## src/sv/psched_pkg.sv

```systemverilog
`timescale 1ns / 1ps

package psched_pkg;

   // slot table size and derived widths
   localparam int TASK_SLOTS = 8;
   localparam int IDX_W      = (TASK_SLOTS > 1) ? $clog2(TASK_SLOTS) : 1;
   localparam int CNT_W      = $clog2(TASK_SLOTS + 1);

   localparam int REM_W      = 32;
   localparam int PER_W      = 16;
   localparam int ENTRY_W    = REM_W + PER_W;
   localparam int PORT_IDX_W = 3;

   localparam logic [REM_W-1:0] IDLE_NONE = 32'hFFFF_FFFF;

   // request codes
   localparam logic REQ_ADD      = 1'b0;
   localparam logic REQ_DISPATCH = 1'b1;

   // commands from the controller to the datapath
   typedef struct packed {
      logic load_req;
      logic add_wr;
      logic walk_start;
      logic walk_step;
      logic rsp_load;
   } ctrl_cmd_type;

   // status from the datapath to the controller
   typedef struct packed {
      logic req_dispatch;
      logic last_slot;
   } dp_status_type;

   function automatic logic [REM_W-1:0] widen16(input logic [PER_W-1:0] v);
      return {{(REM_W - PER_W){v[PER_W-1]}}, v};
   endfunction

   function automatic logic [PORT_IDX_W-1:0] idx_to_port(input logic [IDX_W-1:0] idx);
      logic [IDX_W+PORT_IDX_W-1:0] wide;
      wide = {{PORT_IDX_W{1'b0}}, idx};
      return wide[PORT_IDX_W-1:0];
   endfunction

endpackage

```

## src/sv/psched_ram.sv

```systemverilog
`timescale 1ns / 1ps

module psched_ram #(
   parameter int WIDTH = 8,
   parameter int DEPTH = 8
) (
   input  logic                                         clock,
   input  logic                                         wr_en,
   input  logic [((DEPTH > 1) ? $clog2(DEPTH) : 1)-1:0] wr_addr,
   input  logic [WIDTH-1:0]                             wr_data,
   input  logic [((DEPTH > 1) ? $clog2(DEPTH) : 1)-1:0] rd_addr,
   output logic [WIDTH-1:0]                             rd_data
);

   logic [WIDTH-1:0] mem_ff [DEPTH];
   logic [WIDTH-1:0] rd_data_ff;

   always_ff @(posedge clock) begin
      if (wr_en) begin
         mem_ff[wr_addr] <= wr_data;
      end
      rd_data_ff <= mem_ff[rd_addr];
   end

   assign rd_data = rd_data_ff;

endmodule

```

## src/sv/psched_ctrl.sv

```systemverilog
`timescale 1ns / 1ps

module psched_ctrl
   import psched_pkg::*;
(
   input  logic          clock,
   input  logic          reset,
   input  logic          req_valid,
   output logic          req_ready,
   output logic          rsp_valid,
   input  logic          rsp_ready,
   input  dp_status_type status,
   output ctrl_cmd_type  cmd
);

   typedef enum logic [4:0] {
      ST_IDLE = 5'b00001,
      ST_ADD  = 5'b00010,
      ST_RD   = 5'b00100,
      ST_WALK = 5'b01000,
      ST_DONE = 5'b10000
   } state_type;

   state_type state_ff, state_in;
   logic      rsp_valid_ff, rsp_valid_in;
   logic      accept;
   logic      out_free;

   assign accept   = req_valid && (state_ff == ST_IDLE);
   assign out_free = !rsp_valid_ff || rsp_ready;

   always_comb begin
      state_in     = state_ff;
      rsp_valid_in = rsp_valid_ff && !rsp_ready;
      cmd          = '0;
      unique case (state_ff)
         ST_IDLE: begin
            if (accept) begin
               cmd.load_req = 1'b1;
               state_in     = status.req_dispatch ? ST_RD : ST_ADD;
            end
         end
         ST_ADD: begin
            cmd.add_wr = 1'b1;
            state_in   = ST_DONE;
         end
         ST_RD: begin
            cmd.walk_start = 1'b1;
            state_in       = ST_WALK;
         end
         ST_WALK: begin
            cmd.walk_step = 1'b1;
            if (status.last_slot) begin
               state_in = ST_DONE;
            end
         end
         ST_DONE: begin
            if (out_free) begin
               cmd.rsp_load = 1'b1;
               rsp_valid_in = 1'b1;
               state_in     = ST_IDLE;
            end
         end
         default: begin
            state_in = ST_IDLE;
         end
      endcase
   end

   always_ff @(posedge clock) begin
      if (reset) begin
         state_ff     <= ST_IDLE;
         rsp_valid_ff <= 1'b0;
      end else begin
         state_ff     <= state_in;
         rsp_valid_ff <= rsp_valid_in;
      end
   end

   assign req_ready = (state_ff == ST_IDLE);
   assign rsp_valid = rsp_valid_ff;

`ifndef SYNTHESIS
   a_done_holds: assert property (@(posedge clock) disable iff (reset)
      (state_ff == ST_DONE && rsp_valid_ff && !rsp_ready) |=> (state_ff == ST_DONE))
      else $error("result stage overwritten while full");

   a_walk_covers_all: assert property (@(posedge clock) disable iff (reset)
      (state_ff == ST_WALK && !status.last_slot) |=> (state_ff == ST_WALK))
      else $error("slot walk ended early");

   a_accept_starts_work: assert property (@(posedge clock) disable iff (reset)
      accept |=> (state_ff == ST_ADD || state_ff == ST_RD))
      else $error("accepted request not started");
`endif

endmodule

```

## src/sv/psched_dp.sv

```systemverilog
`timescale 1ns / 1ps

module psched_dp
   import psched_pkg::*;
(
   input  logic                   clock,
   input  logic                   reset,
   input  logic                   req_type,
   input  logic signed [15:0]     req_start_wait,
   input  logic signed [15:0]     req_task_period,
   input  logic [31:0]            req_elapsed_ticks,
   input  ctrl_cmd_type           cmd,
   output dp_status_type          status,
   output logic                   rsp_granted,
   output logic [PORT_IDX_W-1:0]  rsp_task_index,
   output logic [REM_W-1:0]       rsp_idle_ticks
);

   // latched request
   logic                  req_type_ff;
   logic [PER_W-1:0]      start_wait_ff;
   logic [PER_W-1:0]      task_period_ff;
   logic [REM_W-1:0]      elapsed_ff;

   // slot bookkeeping
   logic [CNT_W-1:0]      slots_used_ff, slots_used_in;
   logic [TASK_SLOTS-1:0] running_ff, running_in;
   logic [IDX_W-1:0]      cnt_ff, cnt_in;

   // running answer
   logic                  granted_ff, granted_in;
   logic [IDX_W-1:0]      index_ff, index_in;
   logic [REM_W-1:0]      idle_ff, idle_in;

   // result stage
   logic                  rsp_granted_ff;
   logic [IDX_W-1:0]      rsp_index_ff;
   logic [REM_W-1:0]      rsp_idle_ff;

   // slot memory: remaining time over period
   logic                  wr_en;
   logic [IDX_W-1:0]      wr_addr;
   logic [ENTRY_W-1:0]    wr_data;
   logic [IDX_W-1:0]      rd_addr;
   logic [ENTRY_W-1:0]    rd_data;

   logic                  table_full;
   logic [REM_W-1:0]      rem_old;
   logic [PER_W-1:0]      per_old;
   logic [REM_W-1:0]      rem_new;
   logic [REM_W-1:0]      rem_reload;
   logic                  slot_ready;
   logic                  slot_run;
   logic                  pick;

   psched_ram #(
      .WIDTH (ENTRY_W),
      .DEPTH (TASK_SLOTS)
   ) u_slot_ram (
      .clock   (clock),
      .wr_en   (wr_en),
      .wr_addr (wr_addr),
      .wr_data (wr_data),
      .rd_addr (rd_addr),
      .rd_data (rd_data)
   );

   assign table_full = (slots_used_ff >= CNT_W'(TASK_SLOTS));

   assign rem_old    = rd_data[ENTRY_W-1:PER_W];
   assign per_old    = rd_data[PER_W-1:0];
   assign rem_new    = rem_old - elapsed_ff;
   assign rem_reload = rem_new + widen16(per_old);
   assign slot_ready = (rem_new == '0) || rem_new[REM_W-1];
   assign slot_run   = running_ff[cnt_ff];
   assign pick       = slot_run && slot_ready && !granted_ff;

   assign rd_addr = cmd.walk_start ? '0 : IDX_W'(cnt_ff + 1'b1);

   always_comb begin
      wr_en         = 1'b0;
      wr_addr       = cnt_ff;
      wr_data       = {rem_new, per_old};
      slots_used_in = slots_used_ff;
      running_in    = running_ff;
      cnt_in        = cnt_ff;
      granted_in    = granted_ff;
      index_in      = index_ff;
      idle_in       = idle_ff;

      if (cmd.add_wr) begin
         granted_in = 1'b0;
         index_in   = '0;
         idle_in    = '0;
         if (!table_full) begin
            wr_en         = 1'b1;
            wr_addr       = slots_used_ff[IDX_W-1:0];
            wr_data       = {widen16(start_wait_ff), task_period_ff};
            running_in[slots_used_ff[IDX_W-1:0]] = 1'b1;
            slots_used_in = slots_used_ff + 1'b1;
            granted_in    = 1'b1;
            index_in      = slots_used_ff[IDX_W-1:0];
         end
      end

      if (cmd.walk_start) begin
         cnt_in     = '0;
         granted_in = 1'b0;
         index_in   = '0;
         idle_in    = IDLE_NONE;
      end

      if (cmd.walk_step) begin
         cnt_in = IDX_W'(cnt_ff + 1'b1);
         if (slot_run) begin
            wr_en = 1'b1;
            if (pick) begin
               wr_data    = {rem_reload, per_old};
               granted_in = 1'b1;
               index_in   = cnt_ff;
            end
            if (slot_ready) begin
               idle_in = '0;
            end else if (rem_new < idle_ff) begin
               idle_in = rem_new;
            end
         end
      end
   end

   always_ff @(posedge clock) begin
      if (reset) begin
         slots_used_ff <= '0;
         running_ff    <= '0;
      end else begin
         slots_used_ff <= slots_used_in;
         running_ff    <= running_in;
      end
   end

   always_ff @(posedge clock) begin
      if (cmd.load_req) begin
         req_type_ff    <= req_type;
         start_wait_ff  <= req_start_wait;
         task_period_ff <= req_task_period;
         elapsed_ff     <= req_elapsed_ticks;
      end
      cnt_ff     <= cnt_in;
      granted_ff <= granted_in;
      index_ff   <= index_in;
      idle_ff    <= idle_in;
      if (cmd.rsp_load) begin
         rsp_granted_ff <= granted_ff;
         rsp_index_ff   <= index_ff;
         rsp_idle_ff    <= idle_ff;
      end
   end

   assign status.req_dispatch = (req_type == REQ_DISPATCH);
   assign status.last_slot    = (cnt_ff == IDX_W'(TASK_SLOTS - 1));

   assign rsp_granted    = rsp_granted_ff;
   assign rsp_task_index = idx_to_port(rsp_index_ff);
   assign rsp_idle_ticks = rsp_idle_ff;

`ifndef SYNTHESIS
   a_used_bound: assert property (@(posedge clock) disable iff (reset)
      slots_used_ff <= CNT_W'(TASK_SLOTS))
      else $error("slot count beyond table size");

   a_running_matches_used: assert property (@(posedge clock) disable iff (reset)
      $countones(running_ff) == int'(slots_used_ff))
      else $error("running flags disagree with slot count");

   a_grant_means_no_idle: assert property (@(posedge clock) disable iff (reset)
      (cmd.rsp_load && granted_ff && req_type_ff == REQ_DISPATCH) |=> (rsp_idle_ff == '0))
      else $error("selected slot but idle time not zero");
`endif

endmodule

```

## src/sv/periodic_task_scheduler.sv

```systemverilog
`timescale 1ns / 1ps
// add: the request is latched, ST_ADD writes the new slot, then ST_DONE loads the result
// dispatch: the request is latched, ST_RD starts the walk, ST_WALK visits one slot a cycle
//   over the slot memory (one read and one write port), then ST_DONE loads the result
// the result is loaded once the result stage is free; the next request is taken back in ST_IDLE
// a waiting result does not stop the next request beat from being taken
// synchronous active-high reset clears the slot count, running flags and handshake state

module periodic_task_scheduler
   import psched_pkg::*;
(
   input  logic                  clock,
   input  logic                  reset,
   // request channel
   input  logic                  req_valid,
   output logic                  req_ready,
   input  logic                  req_type,
   input  logic signed [15:0]    req_start_wait,
   input  logic signed [15:0]    req_task_period,
   input  logic [31:0]           req_elapsed_ticks,
   // result channel
   output logic                  rsp_valid,
   input  logic                  rsp_ready,
   output logic                  rsp_granted,
   output logic [PORT_IDX_W-1:0] rsp_task_index,
   output logic [REM_W-1:0]      rsp_idle_ticks
);

   // commands down, status up
   ctrl_cmd_type  cmd;
   dp_status_type status;

   // sequencer: request intake, add write, slot walk, result hand-off
   psched_ctrl u_ctrl (
      .clock     (clock),
      .reset     (reset),
      .req_valid (req_valid),
      .req_ready (req_ready),
      .rsp_valid (rsp_valid),
      .rsp_ready (rsp_ready),
      .status    (status),
      .cmd       (cmd)
   );

   // slot memory, running flags, remaining-time arithmetic and result stage
   psched_dp u_dp (
      .clock             (clock),
      .reset             (reset),
      .req_type          (req_type),
      .req_start_wait    (req_start_wait),
      .req_task_period   (req_task_period),
      .req_elapsed_ticks (req_elapsed_ticks),
      .cmd               (cmd),
      .status            (status),
      .rsp_granted       (rsp_granted),
      .rsp_task_index    (rsp_task_index),
      .rsp_idle_ticks    (rsp_idle_ticks)
   );

endmodule
```

## config.mk

```make
export PLATFORM = sky130hd
export DESIGN_NAME = periodic_task_scheduler
export DESIGN_NICKNAME = d
export VERILOG_FILES = /design/src/sv/psched_pkg.sv /design/src/sv/psched_ram.sv /design/src/sv/psched_ctrl.sv /design/src/sv/psched_dp.sv /design/src/sv/periodic_task_scheduler.sv
export SDC_FILE = /design/constraint.sdc
export NUM_CORES = 1
export LEC_CHECK = 0
export BUFFER_PORTS_ARGS = -buffer_cell sky130_fd_sc_hd__buf_2
export CAP_MARGIN = 40
export CELL_PAD_IN_SITES_DETAIL_PLACEMENT = 0
export CELL_PAD_IN_SITES_GLOBAL_PLACEMENT = 2
export CORE_MARGIN = 3
export CORE_UTILIZATION = 25
export CTS_CLUSTER_DIAMETER = 200
export DETAILED_ROUTE_END_ITERATION = 8
export PLACE_DENSITY_LB_ADDON = 0.1
export RECOVER_POWER = 25
export REMOVE_ABC_BUFFERS = 1
export SYNTH_ARGS = -nofsm -noshare
export SYNTH_HDL_FRONTEND = slang
export SYNTH_SLANG_ARGS = --single-unit
export TNS_END_PERCENT = 10
```

## constraint.sdc

```tcl
create_clock -name clock -period 7.23 [get_ports clock]
set_clock_uncertainty 0.2 [all_clocks]
set_input_delay 1.0845 -clock clock [delete_from_list [all_inputs] [get_ports clock]]
set_output_delay 1.0845 -clock clock [all_outputs]
set_load 0.05 [all_outputs]
```

==> results.yml <==
finish:
  mostFrequentLayoutCells: "487 x edfxtp_1, 380 x nand2_1, 135 x o21ai_0"
  drive_gt1_frac: 0.1344
  utilization: 0.3014
  mostFrequentLayoutCell: "edfxtp_1"
  syn2layout_area_growth_pct: 18.53
  multi_input_area_um2: 8871
  fill_cells: 10570
  seq_area_um2: 16670
  nNetsFinal: 2398
clock_tree:
  cts.sinks: 589
  post_cts_resized: 0
  cts_buffer_depth: 3
  clkLatencyLatePin_ns: 0.62
  numCtsBuffers: 72
  h-tree-depth: 3
  path_clk_slew_ns: 0.06
  ctsHoldBuffers: 0
  cts_tree: "done"
  cts_setup_buffers: 0
  cts-root-buf: "clkbuf_16"
flow_run:
  drv_cap: 8
timing:
  min_period_ns: 6.236
  hold_ws_ns: 0.2340
  final_max_slew_viol_count: 251
  fmax_mhz: 160.4
  slew_headroom: -1.369
  rsz0062_at_grt: "false"
  finalSetupViolations: 0
  period_share: 0.8625
  hold_violations: 0
  worst_pin_slew_ns: 3.554
placement:
  hpwlAfterDp_um: 53310
  place_congestion: 0.7446
  port_buffers: 106
synth:
  synthDistinctLibCells: 82
  async_reset_ff_frac: 0
  yosysSeqAreaShare: 0.6377
  synthSimpleGateAreaFrac: 0.1097
  avgSynthCellArea_um2: 12.50
  ys_warn_count: 0
  synth_top_area_share: 0.5596
  synth_top_family_by_area: "simple AND/OR/NAND/NOR gates"
  synthCells: 2090
  yosysTopAreaCell: "edfxtp_1"
  synth_compound_area_frac: 0.09757
  ys_top_cells_by_area: "edfxtp_1 56%, dfxtp_1 7.8%, nand2_1 5.5%"
  synth-adder-area-share: 0.04692
  synthXorXnorAreaFrac: 0.01905
  synth_area_um2: 26130
  synth-edff-count: 487
  synth_flop_cell: "edfxtp_1"
  muxShareOfSynthArea: 0.06152
  yosys_register_bits: 589
floorplan:
  die-area_um2: 108500
  io_pins: 107
  placementRows: 117
  initial_core_util: 0.2543
  die_h_um: 329.3
  die_w_um: 329.3
  core_area_um2: 102800
worst_hold_path:
  min_from: "u_dp.index_ff[2]"
  hold_depth: 0
  whs_endpoint: "u_dp.rsp_task_index[2]"
  min_path_type: "flip-flop to flip-flop"
setup_path:
  cpLargestDelayFamily: "compound AO/OA/AOI/OAI gates"
  r2r-start: "u_dp.u_slot_ram.rd_data[16]"
  reg2reg_depth: 21
  critical_path.slowest_cell: "o311ai_0"
  critPathArrivalTime_ns: 6.34
  r2r-end: "u_dp.u_slot_ram.mem_ff[0][47]"
  startpoint_type: "flip-flop"
  cp_max_fo: 8
  cpPeakStageDelay_ns: 0.67
  cp.required_ns: 7.33
  path_class: "flip-flop to flip-flop"
  crit_chain: "inv_1 -> ha_1 -> inv_1 -> fa_1 -> a21o_1 -> a22oi_1 -> a21oi_1 -> a31oi_1 -> xnor2_1 -> ha_1 -> nand2_1 -> o21ai_0 -> inv_1 -> a211oi_1 -> a21oi_1 -> o311ai_0 -> nand4_1 -> o211ai_1 -> xor2_1 -> mux2i_1 -> o21ai_0"
  end_kind: "flip-flop"
  path_common_cell: "inv_1"
  r2r_slack_ns: 0.99
  crit_buf_inv: 3
drt:
  wl_um: 81360
  drc: 0
  vias: 16730
  avgViaCountPerCell: 4.570
  routedWlPerCell_um: 22.22
  drtIter0Drc: 1102
  ant_nets: 0
  first_pass_iters: 5
grt:
  antenna_found_initial: 2
  gr-total-overflow: 0
  grt_pass1_wl_um: 119000
  first_global_vias: 16960
  grt_max_degree: 57
  gr-usage-all-layers: 0.1499
pwr:
  p_per_area_nw_per_um2: 383.0
  max-vdd-ir-drop_mv: 0.1611
  leakage_nw: 11.44
run_status:
  violations: "capacitance limit, slew limit"
  outcome: "finished, violations left"
-- report_power, final --
group	internal (mW)	total [mW]	switching, mW
clock network	2.11	3.55	1.44
registers	4.34	4.54	0.202
logic	1.34	3.77	2.43
total	7.80	11.9	4.07
-- cells in the mapped netlist (8+ instances only) --
library cell    n
a211oi_1       36
a21o_1         28
a21oi_1       119
a31oi_1        11
and3_1         10
buf_1          20
clkbuf_1       69
dfxtp_1       102
edfxtp_1      487
ha_1           94
inv_1          87
mux2i_1        41
mux4_2         50
nand2_1       382
nand3_1        59
nand4_1         9
nor2_1        108
nor2b_1        13
nor3_1         19
nor4_1          8
o211ai_1        8
o21a_1         12
o21ai_0       135
o21bai_1        8
xnor2_1        30
xor2_1         25
-- cell families after synthesis --
logic type / count (synthesis)
buffers and inverters: 184
xor gates and xnor gates: 56
and+or+nand+nor: 655
adders and majority gates: 97
muxes: 97
DFF: 589
AOI/OAI and AO/OA: 412
-- layer usage --
| metal | track usage | routed length, µm | share of wire | vias up |
|---|---|---|---|---|
| met3 | 0.02136 | 2829 | 0.035 | 96 |
| met1 | 0.2173 | 40300 | 0.50 | 8325 |
| met4 | 0.04137 | 1591 | 0.020 | 0 |
| met5 | 0 | 0 | 0 | - |
| li1 | - | - | - | 8009 |
| met2 | 0.2336 | 36640 | 0.45 | 299 |
-- how the worst max path moves through the flow --
stage / startpoint / to / slack (ns) / depth (start not counted)
finish: u_dp.u_slot_ram.rd_data[16] / u_dp.u_slot_ram.mem_ff[0][47] / 0.99 / 21
global placement: u_dp.u_slot_ram.rd_data[16] / u_dp.u_slot_ram.mem_ff[3][47] / 1.13 / 21
CTS: u_dp.u_slot_ram.rd_data[16] / u_dp.u_slot_ram.mem_ff[6][47] / 0.98 / 20
floorplan: u_dp.cnt_ff[0] / u_dp.u_slot_ram.rd_data[0] / -0.40 / 8
detailed placement: u_dp.u_slot_ram.rd_data[16] / u_dp.u_slot_ram.mem_ff[7][47] / 0.99 / 21
global route: u_dp.u_slot_ram.rd_data[16] / u_dp.u_slot_ram.mem_ff[6][47] / 0.32 / 21
-- flip-flops by register name (all words and copies together), names as in the netlist --
| signal | flops |
|---|---|
| u_dp.u_slot_ram.mem_ff | 384 |
| u_dp.task_period_ff | 16 |
| u_dp.rsp_idle_ticks | 32 |
| u_dp.idle_ff | 32 |
| u_dp.index_ff | 3 |
| u_dp.rsp_granted | 1 |
| u_dp.cnt_ff | 3 |
| u_dp.start_wait_ff | 16 |
| u_ctrl.state_ff | 5 |
| u_ctrl.rsp_valid | 1 |
| u_dp.rsp_task_index | 3 |
| u_dp.slots_used_ff | 4 |
| u_dp.elapsed_ff | 32 |
| u_dp.granted_ff | 1 |
| u_dp.running_ff | 8 |
| u_dp.u_slot_ram.rd_data | 48 |
-- layout make-up --
cell class | instances | share of cell area
Sequential cell | 589 | 0.5380
Multi-Input combinational cell | 1317 | 0.2864
Clock buffer | 98 | 0.06531
Tap cell | 1368 | 0.05525
Timing Repair Buffer | 166 | 0.03457
Inverter | 87 | 0.01054
Clock inverter | 35 | 0.009855
Antenna cell | 1 | 0.00008078
-- metrics by stage --
| step | setup TNS [ns] | cell area, µm² | total power [mW] | instances | worst slack (ns) |
|---|---|---|---|---|---|
| floorplan | -19.29 | 25740 | 7.040 | 1993 | -0.4019 |
| global placement | 0 | 28520 | 8.393 | 3514 | 1.131 |
| detailed placement | 0 | 28730 | 8.413 | 3525 | 0.9917 |
| CTS | 0 | 31060 | 12.06 | 3658 | 0.9767 |
| global route | 0 | 30970 | 12.64 | 3660 | 0.3174 |
| finish | 0 | 30980 | 11.86 | 3661 | 0.9944 |
(Power assumes the default switching activity.)
